[config.mk]
export PLATFORM = sky130hd
export DESIGN_NAME = hhd_front
export DESIGN_NICKNAME = d
export VERILOG_FILES = /design/src/rtl/hhd_pkg.sv /design/src/rtl/hhd_front.sv
export SDC_FILE = /design/constraint.sdc
export NUM_CORES = 1
export LEC_CHECK = 0
export BUFFER_PORTS_ARGS = -buffer_cell sky130_fd_sc_hd__buf_2
export CAP_MARGIN = 25
export CORE_MARGIN = 2
export CORE_UTILIZATION = 45
export DETAILED_ROUTE_END_ITERATION = 8
export PLACE_DENSITY = 0.7
export SYNTH_ARGS = -nofsm -noshare
export SYNTH_HDL_FRONTEND = slang
export SYNTH_SLANG_ARGS = --single-unit
[constraint.sdc]
create_clock -name clk -period 1.82 [get_ports clk]
set_clock_uncertainty 0.2 [all_clocks]
set_input_delay 0.091 -clock clk [delete_from_list [all_inputs] [get_ports clk]]
set_output_delay 0.091 -clock clk [all_outputs]
set_load 0.005 [all_outputs]
[src/rtl/hhd_pkg.sv]
// Package with shared types, constants and the canonical Huffman decode tables.
`timescale 1ns / 1ps
`default_nettype none
package hhd_pkg;
	localparam int unsigned NumSym = 257;
	localparam int unsigned MaxLen = 30;
	localparam logic [8:0] EosSym = 9'd256;

	typedef struct packed {
		logic [7:0] data_byte;
		logic       final_byte;
	} in_item_t;

	typedef struct packed {
		logic [7:0]  symbol;
		logic        symbol_valid;
		logic        error_code;
		logic        end_of_string;
		logic [15:0] symbol_total;
		logic [4:0]  leftover_bits;
	} out_item_t;

	typedef enum logic [1:0] {
		ST_IDLE,
		ST_DECODE,
		ST_EMIT
	} be_state_t;

	// Number of codes of each length, lengths 5 to 30.
	function automatic logic [7:0] len_count(input logic [4:0] len);
		logic [7:0] n;
		case (len)
			5'd5:  n = 8'd10;
			5'd6:  n = 8'd26;
			5'd7:  n = 8'd32;
			5'd8:  n = 8'd6;
			5'd10: n = 8'd5;
			5'd11: n = 8'd3;
			5'd12: n = 8'd2;
			5'd13: n = 8'd6;
			5'd14: n = 8'd2;
			5'd15: n = 8'd3;
			5'd19: n = 8'd3;
			5'd20: n = 8'd8;
			5'd21: n = 8'd13;
			5'd22: n = 8'd26;
			5'd23: n = 8'd29;
			5'd24: n = 8'd12;
			5'd25: n = 8'd4;
			5'd26: n = 8'd15;
			5'd27: n = 8'd19;
			5'd28: n = 8'd29;
			5'd30: n = 8'd4;
			default: n = 8'd0;
		endcase
		return n;
	endfunction

	// First canonical code value of each length (30-bit, right aligned).
	function automatic logic [29:0] first_code(input logic [4:0] len);
		logic [29:0] c;
		c = '0;
		for (int l = 1; l <= 30; l++) begin
			if (l[4:0] == len) begin
				return c;
			end
			c = (c + 30'(len_count(l[4:0]))) << 1;
		end
		return c;
	endfunction

	// Index of the first symbol of each length in the length-sorted list.
	function automatic logic [8:0] first_rank(input logic [4:0] len);
		logic [8:0] r;
		r = '0;
		for (int l = 1; l <= 30; l++) begin
			if (l[4:0] == len) begin
				return r;
			end
			r = r + 9'(len_count(l[4:0]));
		end
		return r;
	endfunction

	// Symbols sorted by code length, then by value.
	function automatic logic [8:0] rank_sym(input logic [8:0] rank);
		logic [8:0] s;
		case (rank)
			9'd0: s = 9'd48;  9'd1: s = 9'd49;  9'd2: s = 9'd50;  9'd3: s = 9'd97;
			9'd4: s = 9'd99;  9'd5: s = 9'd101; 9'd6: s = 9'd105; 9'd7: s = 9'd111;
			9'd8: s = 9'd115; 9'd9: s = 9'd116;
			9'd10: s = 9'd32; 9'd11: s = 9'd37; 9'd12: s = 9'd45; 9'd13: s = 9'd46;
			9'd14: s = 9'd47; 9'd15: s = 9'd51; 9'd16: s = 9'd52; 9'd17: s = 9'd53;
			9'd18: s = 9'd54; 9'd19: s = 9'd55; 9'd20: s = 9'd56; 9'd21: s = 9'd57;
			9'd22: s = 9'd61; 9'd23: s = 9'd65; 9'd24: s = 9'd95; 9'd25: s = 9'd98;
			9'd26: s = 9'd100; 9'd27: s = 9'd102; 9'd28: s = 9'd103; 9'd29: s = 9'd104;
			9'd30: s = 9'd108; 9'd31: s = 9'd109; 9'd32: s = 9'd110; 9'd33: s = 9'd112;
			9'd34: s = 9'd114; 9'd35: s = 9'd117;
			9'd36: s = 9'd58; 9'd37: s = 9'd66; 9'd38: s = 9'd67; 9'd39: s = 9'd68;
			9'd40: s = 9'd69; 9'd41: s = 9'd70; 9'd42: s = 9'd71; 9'd43: s = 9'd72;
			9'd44: s = 9'd73; 9'd45: s = 9'd74; 9'd46: s = 9'd75; 9'd47: s = 9'd76;
			9'd48: s = 9'd77; 9'd49: s = 9'd78; 9'd50: s = 9'd79; 9'd51: s = 9'd80;
			9'd52: s = 9'd81; 9'd53: s = 9'd82; 9'd54: s = 9'd83; 9'd55: s = 9'd84;
			9'd56: s = 9'd85; 9'd57: s = 9'd86; 9'd58: s = 9'd87; 9'd59: s = 9'd89;
			9'd60: s = 9'd106; 9'd61: s = 9'd107; 9'd62: s = 9'd113; 9'd63: s = 9'd118;
			9'd64: s = 9'd119; 9'd65: s = 9'd120; 9'd66: s = 9'd121; 9'd67: s = 9'd122;
			9'd68: s = 9'd38; 9'd69: s = 9'd42; 9'd70: s = 9'd44; 9'd71: s = 9'd59;
			9'd72: s = 9'd88; 9'd73: s = 9'd90;
			9'd74: s = 9'd33; 9'd75: s = 9'd34; 9'd76: s = 9'd40; 9'd77: s = 9'd41;
			9'd78: s = 9'd63;
			9'd79: s = 9'd39; 9'd80: s = 9'd43; 9'd81: s = 9'd124;
			9'd82: s = 9'd35; 9'd83: s = 9'd62;
			9'd84: s = 9'd0; 9'd85: s = 9'd36; 9'd86: s = 9'd64; 9'd87: s = 9'd91;
			9'd88: s = 9'd93; 9'd89: s = 9'd126;
			9'd90: s = 9'd94; 9'd91: s = 9'd125;
			9'd92: s = 9'd60; 9'd93: s = 9'd96; 9'd94: s = 9'd123;
			9'd95: s = 9'd92; 9'd96: s = 9'd195; 9'd97: s = 9'd208;
			9'd98: s = 9'd128; 9'd99: s = 9'd130; 9'd100: s = 9'd131; 9'd101: s = 9'd162;
			9'd102: s = 9'd184; 9'd103: s = 9'd194; 9'd104: s = 9'd224; 9'd105: s = 9'd226;
			9'd106: s = 9'd153; 9'd107: s = 9'd161; 9'd108: s = 9'd167; 9'd109: s = 9'd172;
			9'd110: s = 9'd176; 9'd111: s = 9'd177; 9'd112: s = 9'd179; 9'd113: s = 9'd209;
			9'd114: s = 9'd216; 9'd115: s = 9'd217; 9'd116: s = 9'd227; 9'd117: s = 9'd229;
			9'd118: s = 9'd230;
			9'd119: s = 9'd129; 9'd120: s = 9'd132; 9'd121: s = 9'd133; 9'd122: s = 9'd134;
			9'd123: s = 9'd136; 9'd124: s = 9'd146; 9'd125: s = 9'd154; 9'd126: s = 9'd156;
			9'd127: s = 9'd160; 9'd128: s = 9'd163; 9'd129: s = 9'd164; 9'd130: s = 9'd169;
			9'd131: s = 9'd170; 9'd132: s = 9'd173; 9'd133: s = 9'd178; 9'd134: s = 9'd181;
			9'd135: s = 9'd185; 9'd136: s = 9'd186; 9'd137: s = 9'd187; 9'd138: s = 9'd189;
			9'd139: s = 9'd190; 9'd140: s = 9'd196; 9'd141: s = 9'd198; 9'd142: s = 9'd228;
			9'd143: s = 9'd232; 9'd144: s = 9'd233;
			9'd145: s = 9'd1; 9'd146: s = 9'd135; 9'd147: s = 9'd137; 9'd148: s = 9'd138;
			9'd149: s = 9'd139; 9'd150: s = 9'd140; 9'd151: s = 9'd141; 9'd152: s = 9'd143;
			9'd153: s = 9'd147; 9'd154: s = 9'd149; 9'd155: s = 9'd150; 9'd156: s = 9'd151;
			9'd157: s = 9'd152; 9'd158: s = 9'd155; 9'd159: s = 9'd157; 9'd160: s = 9'd158;
			9'd161: s = 9'd165; 9'd162: s = 9'd166; 9'd163: s = 9'd168; 9'd164: s = 9'd174;
			9'd165: s = 9'd175; 9'd166: s = 9'd180; 9'd167: s = 9'd182; 9'd168: s = 9'd183;
			9'd169: s = 9'd188; 9'd170: s = 9'd191; 9'd171: s = 9'd197; 9'd172: s = 9'd231;
			9'd173: s = 9'd239;
			9'd174: s = 9'd9; 9'd175: s = 9'd142; 9'd176: s = 9'd144; 9'd177: s = 9'd145;
			9'd178: s = 9'd148; 9'd179: s = 9'd159; 9'd180: s = 9'd171; 9'd181: s = 9'd206;
			9'd182: s = 9'd215; 9'd183: s = 9'd225; 9'd184: s = 9'd236; 9'd185: s = 9'd237;
			9'd186: s = 9'd199; 9'd187: s = 9'd207; 9'd188: s = 9'd234; 9'd189: s = 9'd235;
			9'd190: s = 9'd192; 9'd191: s = 9'd193; 9'd192: s = 9'd200; 9'd193: s = 9'd201;
			9'd194: s = 9'd202; 9'd195: s = 9'd205; 9'd196: s = 9'd210; 9'd197: s = 9'd213;
			9'd198: s = 9'd218; 9'd199: s = 9'd219; 9'd200: s = 9'd238; 9'd201: s = 9'd240;
			9'd202: s = 9'd242; 9'd203: s = 9'd243; 9'd204: s = 9'd255;
			9'd205: s = 9'd203; 9'd206: s = 9'd204; 9'd207: s = 9'd211; 9'd208: s = 9'd212;
			9'd209: s = 9'd214; 9'd210: s = 9'd221; 9'd211: s = 9'd222; 9'd212: s = 9'd223;
			9'd213: s = 9'd241; 9'd214: s = 9'd244; 9'd215: s = 9'd245; 9'd216: s = 9'd246;
			9'd217: s = 9'd247; 9'd218: s = 9'd248; 9'd219: s = 9'd250; 9'd220: s = 9'd251;
			9'd221: s = 9'd252; 9'd222: s = 9'd253; 9'd223: s = 9'd254;
			9'd224: s = 9'd2; 9'd225: s = 9'd3; 9'd226: s = 9'd4; 9'd227: s = 9'd5;
			9'd228: s = 9'd6; 9'd229: s = 9'd7; 9'd230: s = 9'd8; 9'd231: s = 9'd11;
			9'd232: s = 9'd12; 9'd233: s = 9'd14; 9'd234: s = 9'd15; 9'd235: s = 9'd16;
			9'd236: s = 9'd17; 9'd237: s = 9'd18; 9'd238: s = 9'd19; 9'd239: s = 9'd20;
			9'd240: s = 9'd21; 9'd241: s = 9'd23; 9'd242: s = 9'd24; 9'd243: s = 9'd25;
			9'd244: s = 9'd26; 9'd245: s = 9'd27; 9'd246: s = 9'd28; 9'd247: s = 9'd29;
			9'd248: s = 9'd30; 9'd249: s = 9'd31; 9'd250: s = 9'd127; 9'd251: s = 9'd220;
			9'd252: s = 9'd249;
			9'd253: s = 9'd10; 9'd254: s = 9'd13; 9'd255: s = 9'd22; 9'd256: s = 9'd256;
			default: s = 9'd0;
		endcase
		return s;
	endfunction
endpackage
`default_nettype wire

[src/rtl/hhd_front.sv]
// Input stage: takes bytes and places them in a two-entry queue.
`timescale 1ns / 1ps
`default_nettype none
module hhd_front (
	input  wire logic             clk,
	input  wire logic             arst_n,
	input  wire logic             in_valid,
	output logic                  in_ready,
	input  wire hhd_pkg::in_item_t in_item,
	output logic                  q_valid,
	input  wire logic             q_pop,
	output hhd_pkg::in_item_t     q_item
);
	import hhd_pkg::*;

	in_item_t   mem_q [2];
	logic       wr_ptr_q;
	logic       rd_ptr_q;
	logic [1:0] fill_q;
	logic       push;

	assign in_ready = (fill_q != 2'd2);
	assign push     = in_valid && in_ready;
	assign q_valid  = (fill_q != 2'd0);
	assign q_item   = mem_q[rd_ptr_q];

	always_ff @(posedge clk) begin
		if (push) begin
			mem_q[wr_ptr_q] <= in_item;
		end
	end

	always_ff @(posedge clk or negedge arst_n) begin
		if (!arst_n) begin
			wr_ptr_q <= 1'b0;
			rd_ptr_q <= 1'b0;
			fill_q   <= 2'd0;
		end else begin
			if (push) begin
				wr_ptr_q <= ~wr_ptr_q;
			end
			if (q_pop) begin
				rd_ptr_q <= ~rd_ptr_q;
			end
			fill_q <= fill_q + {1'b0, push} - {1'b0, q_pop};
		end
	end
endmodule
`default_nettype wire

==> out/results.ini <==
[pwr]
clockPowerShare_pct = 22.6
p_switching_uw = 423
comb_power_share_pct = 27.7
irDropWorstVdd_uv = 752
seq_power_share_pct = 49.7
leakagePower_uw = 0.000478
p_per_area_mw_per_mm2 = 1340
swShare_pct = 26.5
power.internal_uw = 1170

[timing]
hold_violations = 0
rsz0062_at_grt = false
tns_ns = 0
fmax_mhz = 582
finalMaxSlewViolations = 0
whs_ns = 0.308
slew_headroom_pct = 70.6
tightest_slew_ns = 0.442
setup_violations = 0
min_period_ns = 1.72
fin_crit_sh_pct = 94.4

[routing]
dr_total_vias = 511
drt_iter0_markers = 4
firstDrtPassIters = 3
vias_per_cell = 4.60
wl_per_cell_um = 12.9
drc_errors = 0
wl_um = 1430
postRouteAntennaNets = 0

[die]
fp.dieH_um = 47.5
dieArea_mm2 = 0.00226
core_area_mm2 = 0.00175
die_x_um = 47.5
initial_utilization_pct = 48.8
std_cell_rows = 15
ios = 24

[global_routing]
overflow = 0
grt_pass1_vias = 511
grt_pass1_wl_um = 2100
track_usage_pct = 14.6
antenna_found_initial = 0
grt_start_max_net_pins = 14

[clock_network]
htreeDepth = 1
cts_tree = done
cts_buffers = 3
clock_sink_count = 22
clockRootBuffer = clkbuf_4
clk_latency_ns = 0.30
clockBufferDepth = 2
clkTransAtPathRegs_ns = 0.12

[critical_path]
crit_type = reg2out
r2r_cells = 2
reg2reg_slack_ns = 0.26
crit_chain = mux2_1 > buf_2
reg2reg_to = mem_q[1][7]$_DFFE_PP_
slowest_stage = dfrtp_1
crit_arrival_ns = 1.43
cpPeakStageDelay_ns = 0.63
worst_r2r_startpoint = fill_q[1]$_DFF_PN0_
cp-end-kind = primary output
crit_path_start_kind = flip-flop
crit_fanout = 10
required_ns = 1.53

[yosys]
seq_area_frac_synth_pct = 75.2
synth.top_cell.area_share_pct = 63.4
synth_cells = 45
ys_ff_latch = 22
ys_types = 15
ys_top_cells_by_area = edfxtp_1 63%, mux2_1 12%, dfrtp_1 12%
synth_largest_area_cell = edfxtp_1
syn-cell-area_um2 = 852
syn_avg_cell_area_um2 = 18.9
syn_nets = 59
ys.warnings.count = 0

[status]
status = finished, final reports clean

[final_layout]
fin_cells = 111
antenna_cells = 0
drive_above_1_share_pct = 37.2
nNetsFinal = 101
syn_to_final_growth_pct = 39.8

[min_path]
hold_start = in_item[7]
min_path_type = in2reg
min_path_cells = 2
holdPathEnd = mem_q[0][7]$_DFFE_PP_

[place]
gp_congestion = 0.651
dp.cells = 94
dpl.hpwl_um = 877
io_buffers = 23

[run]
cap_violations = 0

## worst max path at each step
stage | startpoint | to
floorplan | fill_q[1]$_DFF_PN0_ | mem_q[0][0]$_DFFE_PP_
global placement | fill_q[1]$_DFF_PN0_ | mem_q[1][6]$_DFFE_PP_
detailed placement | fill_q[1]$_DFF_PN0_ | mem_q[1][6]$_DFFE_PP_
CTS | rd_ptr_q$_DFFE_PN0P_ | q_item[3]
global route | rd_ptr_q$_DFFE_PN0P_ | q_item[0]
finish | rd_ptr_q$_DFFE_PN0P_ | q_item[3]
## critical path: cells and delay by family (launching register included)
kind | cells | cell delay (ns)
multiplexers | 1 | 0.37
flip-flops | 1 | 0.63
buffers and inverters | 1 | 0.13
## what timing repair did
item / 4_1_cts / 5_1_grt
hold buffers: 13 / 0
setup endpoints to repair: 0 / 0
setup buffers: 0 / 0
gates resized for setup: 0 / 0
endpoints found under the hold margin: 26 / 0
## placed cells by master (no fill, tap or decap), drive strengths merged
| cell | instances |
|---|---|
| xor2 | 1 |
| and3 | 1 |
| nor3b | 1 |
| bufinv | 1 |
| xnor2 | 3 |
| nand2b | 1 |
| clkbuf | 3 |
| a21bo | 1 |
| dfrtp | 4 |
| edfxtp | 18 |
| or2 | 1 |
| buf | 25 |
| dlygate4sd3 | 13 |
| ha | 1 |
| nand2 | 1 |
| a21oi | 1 |
| nor2 | 1 |
| mux2 | 9 |
## layer usage
metal / track usage (%) / share of wire (%) / wire (µm)
met1: 13.8 / 37 / 524
met2: 26.5 / 55 / 779
met3: 3.77 / 5.0 / 71
met4: 11.1 / 3.8 / 54
met5: 0 / 0 / 0
## final cells by class
type                       count  area (µm²)
sequential                    22         641
fill                         128         554
tap                           25        31.3
timing repair buffer          38         260
multi-input combinational     22         206
clock buffer                   3        22.5
clock inverter                 1        30.0
## power groups by stage
stage / Combinational [µW] / Clock (µW) / Sequential [µW]
2_1_floorplan: 286 / 0 / 750
3_3_place_gp: 414 / 0 / 801
3_5_place_dp: 424 / 0 / 808
4_1_cts: 449 / 374 / 796
5_1_grt: 487 / 398 / 815
6_report: 442 / 361 / 794
## stage by stage
step           util [%]  setup WS (ns)  cell area (µm²)  total power, µW
6_report           68.2          0.102             1190             1600
5_1_grt            68.2        0.00987             1190             1700
4_1_cts            68.2         0.0670             1190             1620
3_5_place_dp       57.8          0.267             1010             1230
3_3_place_gp       57.8          0.328             1010             1210
2_1_floorplan         -          0.188              852             1040
## Yosys cell counts
cell type  instances
edfxtp_1          18
mux2_1             9
dfrtp_1            4
xnor2_1            3
a21bo_1            1
a21oi_2            1
and3_1             1
buf_2              1
ha_1               1
nand2_1            1
nand2b_1           1
nor2_1             1
nor3b_2            1
or2_2              1
xor2_1             1
## sequential cells by signal, summed over array words and instances, names as in the netlist
register / count
fill_q: 2
mem_q: 18
rd_ptr_q: 1
wr_ptr_q: 1
## cells by family (layout without fill, tap and decap cells)
logic type | Yosys count | in the layout | synth area share (%)
DFF | 22 | 22 | 75.2
and+or+nand+nor | 6 | 6 | 4.55
adders and majority gates | 1 | 1 | 1.47
muxes | 9 | 9 | 11.9
xor gates and xnor gates | 4 | 4 | 4.11
AOI/OAI and AO/OA | 2 | 2 | 2.20
buffers and inverters | 1 | 42 | 0.587
No activity file was read; power rests on OpenSTA's default activity.
